==> config.mk <==
export PLATFORM = sky130hd
export DESIGN_NAME = ppmq_ctrl
export DESIGN_NICKNAME = d
export VERILOG_FILES = /design/src/rtl/core/ppmq_pkg.sv /design/src/rtl/core/ppmq_ctrl.sv
export SDC_FILE = /design/constraint.sdc
export NUM_CORES = 1
export LEC_CHECK = 0
export ABC_AREA = 1
export BUFFER_PORTS_ARGS = -buffer_cell sky130_fd_sc_hd__buf_2
export CAP_MARGIN = 20
export CORE_ASPECT_RATIO = 0.9
export CORE_MARGIN = 3
export CORE_UTILIZATION = 45
export DETAILED_ROUTE_END_ITERATION = 6
export GPL_TIMING_DRIVEN = 0
export HOLD_SLACK_MARGIN = 0.03
export PLACE_DENSITY = 0.75
export SKIP_LAST_GASP = 1
export SLEW_MARGIN = 10
export SYNTH_ARGS = -nofsm -noshare
export SYNTH_HDL_FRONTEND = slang
export SYNTH_SLANG_ARGS = --single-unit
==> constraint.sdc <==
create_clock -name clk -period 3.71 [get_ports clk]
set_clock_uncertainty 0.1 [all_clocks]
set_input_delay 0.742 -clock clk [delete_from_list [all_inputs] [get_ports clk]]
set_output_delay 0.742 -clock clk [all_outputs]
set_load 0.1 [all_outputs]
==> src/rtl/core/ppmq_pkg.sv <==
`default_nettype none
package ppmq_pkg;

  localparam int DEPTH  = 1024;
  localparam int DATA_W = 64;
  localparam int WORD_W = 64;
  localparam int CNT_W  = 11;
  localparam int IDX_W  = $clog2(DEPTH);
  localparam int ADDR_W = IDX_W + 1;

  localparam logic [CNT_W-1:0] CAP_RESET = CNT_W'(1024);

  typedef enum logic [1:0] {
    OP_PUSH  = 2'd0,
    OP_SWAP  = 2'd1,
    OP_POP   = 2'd2,
    OP_CLEAR = 2'd3
  } ppmq_op_t;

  typedef enum logic [2:0] {
    ST_PUSH_FULL  = 3'd0,
    ST_PUSH_FIRST = 3'd1,
    ST_PUSH_MORE  = 3'd2,
    ST_SWAPPED    = 3'd3,
    ST_NO_SWAP    = 3'd4,
    ST_POPPED     = 3'd5,
    ST_POP_EMPTY  = 3'd6,
    ST_CLEARED    = 3'd7
  } ppmq_status_t;

  typedef logic [CNT_W-1:0] ppmq_cnt_t;

  typedef struct packed {
    logic              we;
    logic [ADDR_W-1:0] waddr;
    logic [DATA_W-1:0] wdata;
    logic              re;
    logic [ADDR_W-1:0] raddr;
  } ppmq_ram_req_t;

  typedef struct packed {
    ppmq_status_t status;
    logic         popped;
    ppmq_cnt_t    fill_count;
    logic         fill_empty;
    logic         fill_full;
  } ppmq_res_t;

endpackage
`default_nettype wire

==> src/rtl/core/ppmq_ctrl.sv <==
`default_nettype none
module ppmq_ctrl (
  input  wire logic                  clk,
  input  wire logic                  rst_n,
  input  wire logic                  in_valid,
  output logic                       in_ready,
  input  wire logic [1:0]            in_op,
  input  wire logic [63:0]           in_push_data,
  input  wire logic                  cfg_valid,
  input  wire logic [10:0]           cfg_data,
  output ppmq_pkg::ppmq_ram_req_t    ram_req,
  output logic                       s1_valid,
  output ppmq_pkg::ppmq_res_t        s1_res,
  input  wire logic                  s1_take
);
  import ppmq_pkg::*;

  logic      bank_sel_r, bank_sel_nxt;
  ppmq_cnt_t fill_r, fill_nxt;
  ppmq_cnt_t drain_idx_r, drain_idx_nxt;
  ppmq_cnt_t drain_cnt_r, drain_cnt_nxt;
  ppmq_cnt_t cap_r;
  ppmq_cnt_t cap_eff;
  ppmq_cnt_t drain_idx_inc;
  logic      s1_valid_r, s1_valid_nxt;
  ppmq_res_t s1_res_r, s1_res_nxt;
  logic      accept;

  assign in_ready = !s1_valid_r || s1_take;
  assign accept   = in_valid && in_ready;
  assign cap_eff  = (cap_r > CNT_W'(DEPTH)) ? CNT_W'(DEPTH) : cap_r;
  assign drain_idx_inc = drain_idx_r + CNT_W'(1);

  always_comb begin
    bank_sel_nxt  = bank_sel_r;
    fill_nxt      = fill_r;
    drain_idx_nxt = drain_idx_r;
    drain_cnt_nxt = drain_cnt_r;
    s1_res_nxt    = s1_res_r;
    ram_req.we    = 1'b0;
    ram_req.waddr = {bank_sel_r, fill_r[IDX_W-1:0]};
    ram_req.wdata = DATA_W'(in_push_data);
    ram_req.re    = 1'b0;
    ram_req.raddr = {~bank_sel_r, drain_idx_r[IDX_W-1:0]};
    if (accept) begin
      s1_res_nxt.popped = 1'b0;
      case (ppmq_op_t'(in_op))
        OP_PUSH: begin
          if (fill_r >= cap_eff) begin
            s1_res_nxt.status = ST_PUSH_FULL;
          end else begin
            ram_req.we = 1'b1;
            fill_nxt   = fill_r + CNT_W'(1);
            s1_res_nxt.status = (fill_r == '0) ? ST_PUSH_FIRST : ST_PUSH_MORE;
          end
        end
        OP_SWAP: begin
          if (fill_r == '0) begin
            s1_res_nxt.status = ST_NO_SWAP;
          end else begin
            bank_sel_nxt  = ~bank_sel_r;
            drain_cnt_nxt = fill_r;
            drain_idx_nxt = '0;
            fill_nxt      = '0;
            s1_res_nxt.status = ST_SWAPPED;
          end
        end
        OP_POP: begin
          if (drain_cnt_r == '0 || drain_idx_r >= CNT_W'(DEPTH)) begin
            drain_cnt_nxt = '0;
            drain_idx_nxt = '0;
            s1_res_nxt.status = ST_POP_EMPTY;
          end else begin
            ram_req.re        = 1'b1;
            s1_res_nxt.popped = 1'b1;
            s1_res_nxt.status = ST_POPPED;
            if (drain_idx_inc >= drain_cnt_r) begin
              drain_idx_nxt = '0;
              drain_cnt_nxt = '0;
            end else begin
              drain_idx_nxt = drain_idx_inc;
            end
          end
        end
        default: begin
          fill_nxt = '0;
          s1_res_nxt.status = ST_CLEARED;
        end
      endcase
      s1_res_nxt.fill_count = fill_nxt;
      s1_res_nxt.fill_empty = (fill_nxt == '0);
      s1_res_nxt.fill_full  = (fill_nxt == cap_eff);
    end
  end

  assign s1_valid_nxt = accept || (s1_valid_r && !s1_take);

  always_ff @(posedge clk) begin
    if (!rst_n) begin
      bank_sel_r  <= 1'b0;
      fill_r      <= '0;
      drain_idx_r <= '0;
      drain_cnt_r <= '0;
      cap_r       <= CAP_RESET;
      s1_valid_r  <= 1'b0;
    end else begin
      bank_sel_r  <= bank_sel_nxt;
      fill_r      <= fill_nxt;
      drain_idx_r <= drain_idx_nxt;
      drain_cnt_r <= drain_cnt_nxt;
      s1_valid_r  <= s1_valid_nxt;
      if (cfg_valid) begin
        cap_r <= cfg_data;
      end
    end
  end

  always_ff @(posedge clk) begin
    s1_res_r <= s1_res_nxt;
  end

  assign s1_valid = s1_valid_r;
  assign s1_res   = s1_res_r;

endmodule
`default_nettype wire

==> results by group <==
Run status
  – Status: completed

Final layout
  – Most common cell after layout, fill and taps aside: nand2_1
  – Fillers: 962
  – Seq. cell area: 1440 um2
  – Layout cells sized above 1: 0.353
  – Layout area overhead: 28.6%
  – Ant. Diodes: 0
  – Multi-input gate area: 2390 um2
  – Nets: 941
  – Most frequent cells in the layout: nand2_1 (155), buf_2 (129), buf_4 (95), inv_1 (70), nor2_1 (70)
  – Finished Core Util: 0.612
  – Final std cells w/o fill: 965

Yosys
  – Synth Cell Area: 4740 um2
  – Post-Syn Instances: 687
  – Synth warn: 0
  – Syn avg cell area: 6.90 um2
  – Ys async rst share: 0
  – Synth Flop Type: dfxtp_1
  – Seq/Total Area, Yosys: 0.302
  – Synth Net Count: 794
  – Netlist cell types: 39
  – Register bit count reported by yosys: 63
  – Post-synth EDFFs: 17

STA
  – Final hold vios: 0
  – Final min period: 3.57 ns
  – Final setup fails: 0
  – FMAX: 280 MHz
  – Worst slew pin tran: 0.908 ns
  – Crit share post-route: 0.962
  – Worst relative slew slack: 0.391
  – Final Max Tran Viols: 0

Worst setup path
  – Crit path required time: 2.87 ns
  – FF-to-FF End: drain_idx_r[5]
  – Crit-path cells: nor2_1 > nand4_1 > o21ai_4 > buf_4 > nand2_1 > ha_1 > nand2_1 > nor2_4 > nand3_2 > clkinv_1 > nand2_2 > nand3_2 > buf_6 > inv_4 > nand2_4 > nor2_4 > buf_12
  – WS Path Type: flip-flop to output port
  – Slowest CP cell: dfxtp_2
  – Slowest stage delay, CP: 0.32 ns
  – Origin of the critical flop-to-flop path: drain_idx_r[0]
  – Worst r2r path cells: 18
  – FF-to-FF setup slack: 0.37 ns
  – Crit start category: flip-flop
  – Arrival time worst endpoint: 2.73 ns
  – Setup crit end kind: output port
  – Crit Path Max Fanout: 5

Clock network
  – CTS tree: built
  – Cts hold-fix bufs: 0
  – Longest Clk Path Bufs: 2
  – CTS H-tree depth: 3
  – Clock-pin slew of the registers on the worst-case setup and hold paths: 0.06 ns
  – CTS Buf Count: 9
  – Clock Tree Root: clkbuf_16
  – Clock Latency Late Sink: 0.33 ns
  – CTS Sinks: 63

GRT
  – Vias in the first global route: 4055
  – Global-route wire length before repair: 19.3 mm
  – Initial antenna violation count: 0
  – GR Overflow Total: 0
  – Largest net degree at the start of global routing: 25
  – GRT Util Overall: 0.204

Run
  – MaxCap Viol Count: 0

Floorplan
  – Chip width: 114 um
  – IO Pins: 189
  – Starting Density: 0.476
  – Total die area: 11800 um2
  – Core region area: 9950 um2
  – Die Ht: 103 um
  – # rows: 34

Power and ir drop
  – PwrDens: 465 nW/um2
  – Leak Pwr: 3.17 nW
  – Worst vdd ir: 0.000303 V

Detailed routing
  – M1 wire length: 5.77 mm
  – Final wirelength: 12.7 mm
  – Met2 WL: 5.79 mm
  – Antenna-violating nets left: 0
  – Drt initial violations: 290
  – DR vias/cell: 4.90
  – DR pass1 iterations: 7
  – WL/cell: 13.2 um
  – Vias: 4724
  – DR top layer: met4
  – Detailed-route DRC error count: 0
  – Metal3 WL: 991 um

Min path
  – Hold path start: drain_cnt_r[10]
  – Hold WC Path Type: flip-flop to flip-flop
  – Worst hold path endpoint: drain_cnt_r[10]
  – Hold Path Cell Cnt: 2

Placement
  – GPL Wtd Cong: 0.894
  – Count of buffers from port buffering: 124
  – Placed Cells: 937
  – Post-DP HPWL: 9.62 mm
## critical path: cells and delay by family (launching register included)
family / cells / cell delay (ns)
DFF: 1 / 0.32
adders and majority gates: 1 / 0.31
and+or+nand+nor: 10 / 0.93
buffers and inverters: 5 / 0.60
AOI/OAI and AO/OA: 1 / 0.23
## worst max-delay path by stage
stage	from	endpoint	slack, ns	cells past startpoint
2_1_floorplan	cap_r[2]	ram_req[87]	0.07	17
3_3_place_gp	cap_r[2]	ram_req[87]	0.05	18
3_5_place_dp	cap_r[2]	ram_req[87]	-0.008	18
4_1_cts	cap_r[1]	ram_req[87]	-0.01	18
5_1_grt	cap_r[3]	ram_req[87]	-0.02	17
6_report	cap_r[3]	ram_req[87]	0.14	17
## cell type report
| cell class | count | share of cell area |
|---|---|---|
| Inverter | 84 | 0.0521 |
| Multi-Input combinational cell | 435 | 0.393 |
| Clock inverter | 4 | 0.00842 |
| Timing Repair Buffer | 136 | 0.120 |
| Buffer | 105 | 0.121 |
| Tap cell | 126 | 0.0259 |
| Clock buffer | 12 | 0.0439 |
| Sequential cell | 63 | 0.235 |
## cell families after synthesis
family,Yosys count,share of synthesized area
buffers and inverters,189,0.223
adders and majority gates,25,0.0660
and+or+nand+nor,318,0.290
DFF,63,0.302
xor gates and xnor gates,16,0.0296
AOI/OAI and AO/OA,76,0.0895
## synth_stat cells, types with 6 or more instances
cell      number  area share
clkbuf_1       9      0.0071
ha_1          25       0.066
o21ai_0       29       0.031
inv_1         75       0.059
dfxtp_1       46        0.19
nand4_1       16       0.021
a21oi_1       34       0.036
buf_2          6      0.0063
nand3_1       31       0.033
buf_4         85        0.13
nor2_1        74       0.059
nand2_2        8       0.011
nor3_1         9      0.0095
nand2_1      162        0.13
xor2_1        13       0.024
nor2_2         6      0.0079
edfxtp_1      17        0.11
## what timing repair did
item                                    4_1_cts  5_1_grt
resized for setup                            17       18
cloned                                        0        0
endpoints found under the setup margin        1        1
buffers inserted                              9        3
pin swaps                                    11       11
## through the flow
stage	cell area [um2]	setup WS (ns)	total power [W]	hold slack, ns	setup TNS [ns]
after floorplan	4750	0.0705	0.00171	0.349	0
final	6090	0.142	0.00283	0.381	0
after detailed placement	5520	-0.00768	0.00188	0.372	-0.00768
after global placement	5520	0.0524	0.00187	0.367	0
after global routing	6090	-0.0240	0.00296	0.415	-0.0240
after CTS	5980	-0.0103	0.00281	0.382	-0.0103
## where the power goes
group          leakage, nW  total [W]  internal [W]  switching [W]
logic                 2.47    0.00114      0.000290       0.000851
clock network        0.154   0.000892      0.000579       0.000312
registers            0.549   0.000802      0.000763      0.0000394
total                 3.17    0.00283       0.00163        0.00120
## metal layers
metal / up-vias / track usage
met5: - / 0
met4: 0 / 0.0466
met3: 17 / 0.0494
met2: 213 / 0.316
met1: 2087 / 0.290
li1: 2407 / -
## flip-flops by register name, summed over array words and instances (netlist names)
| signal | flops |
|---|---|
| bank_sel_r | 1 |
| cap_r | 11 |
| drain_cnt_r | 11 |
| drain_idx_r | 11 |
| fill_r | 11 |
| s1_res | 17 |
| s1_valid | 1 |
Note: power is estimated with default switching activity, not from simulation.
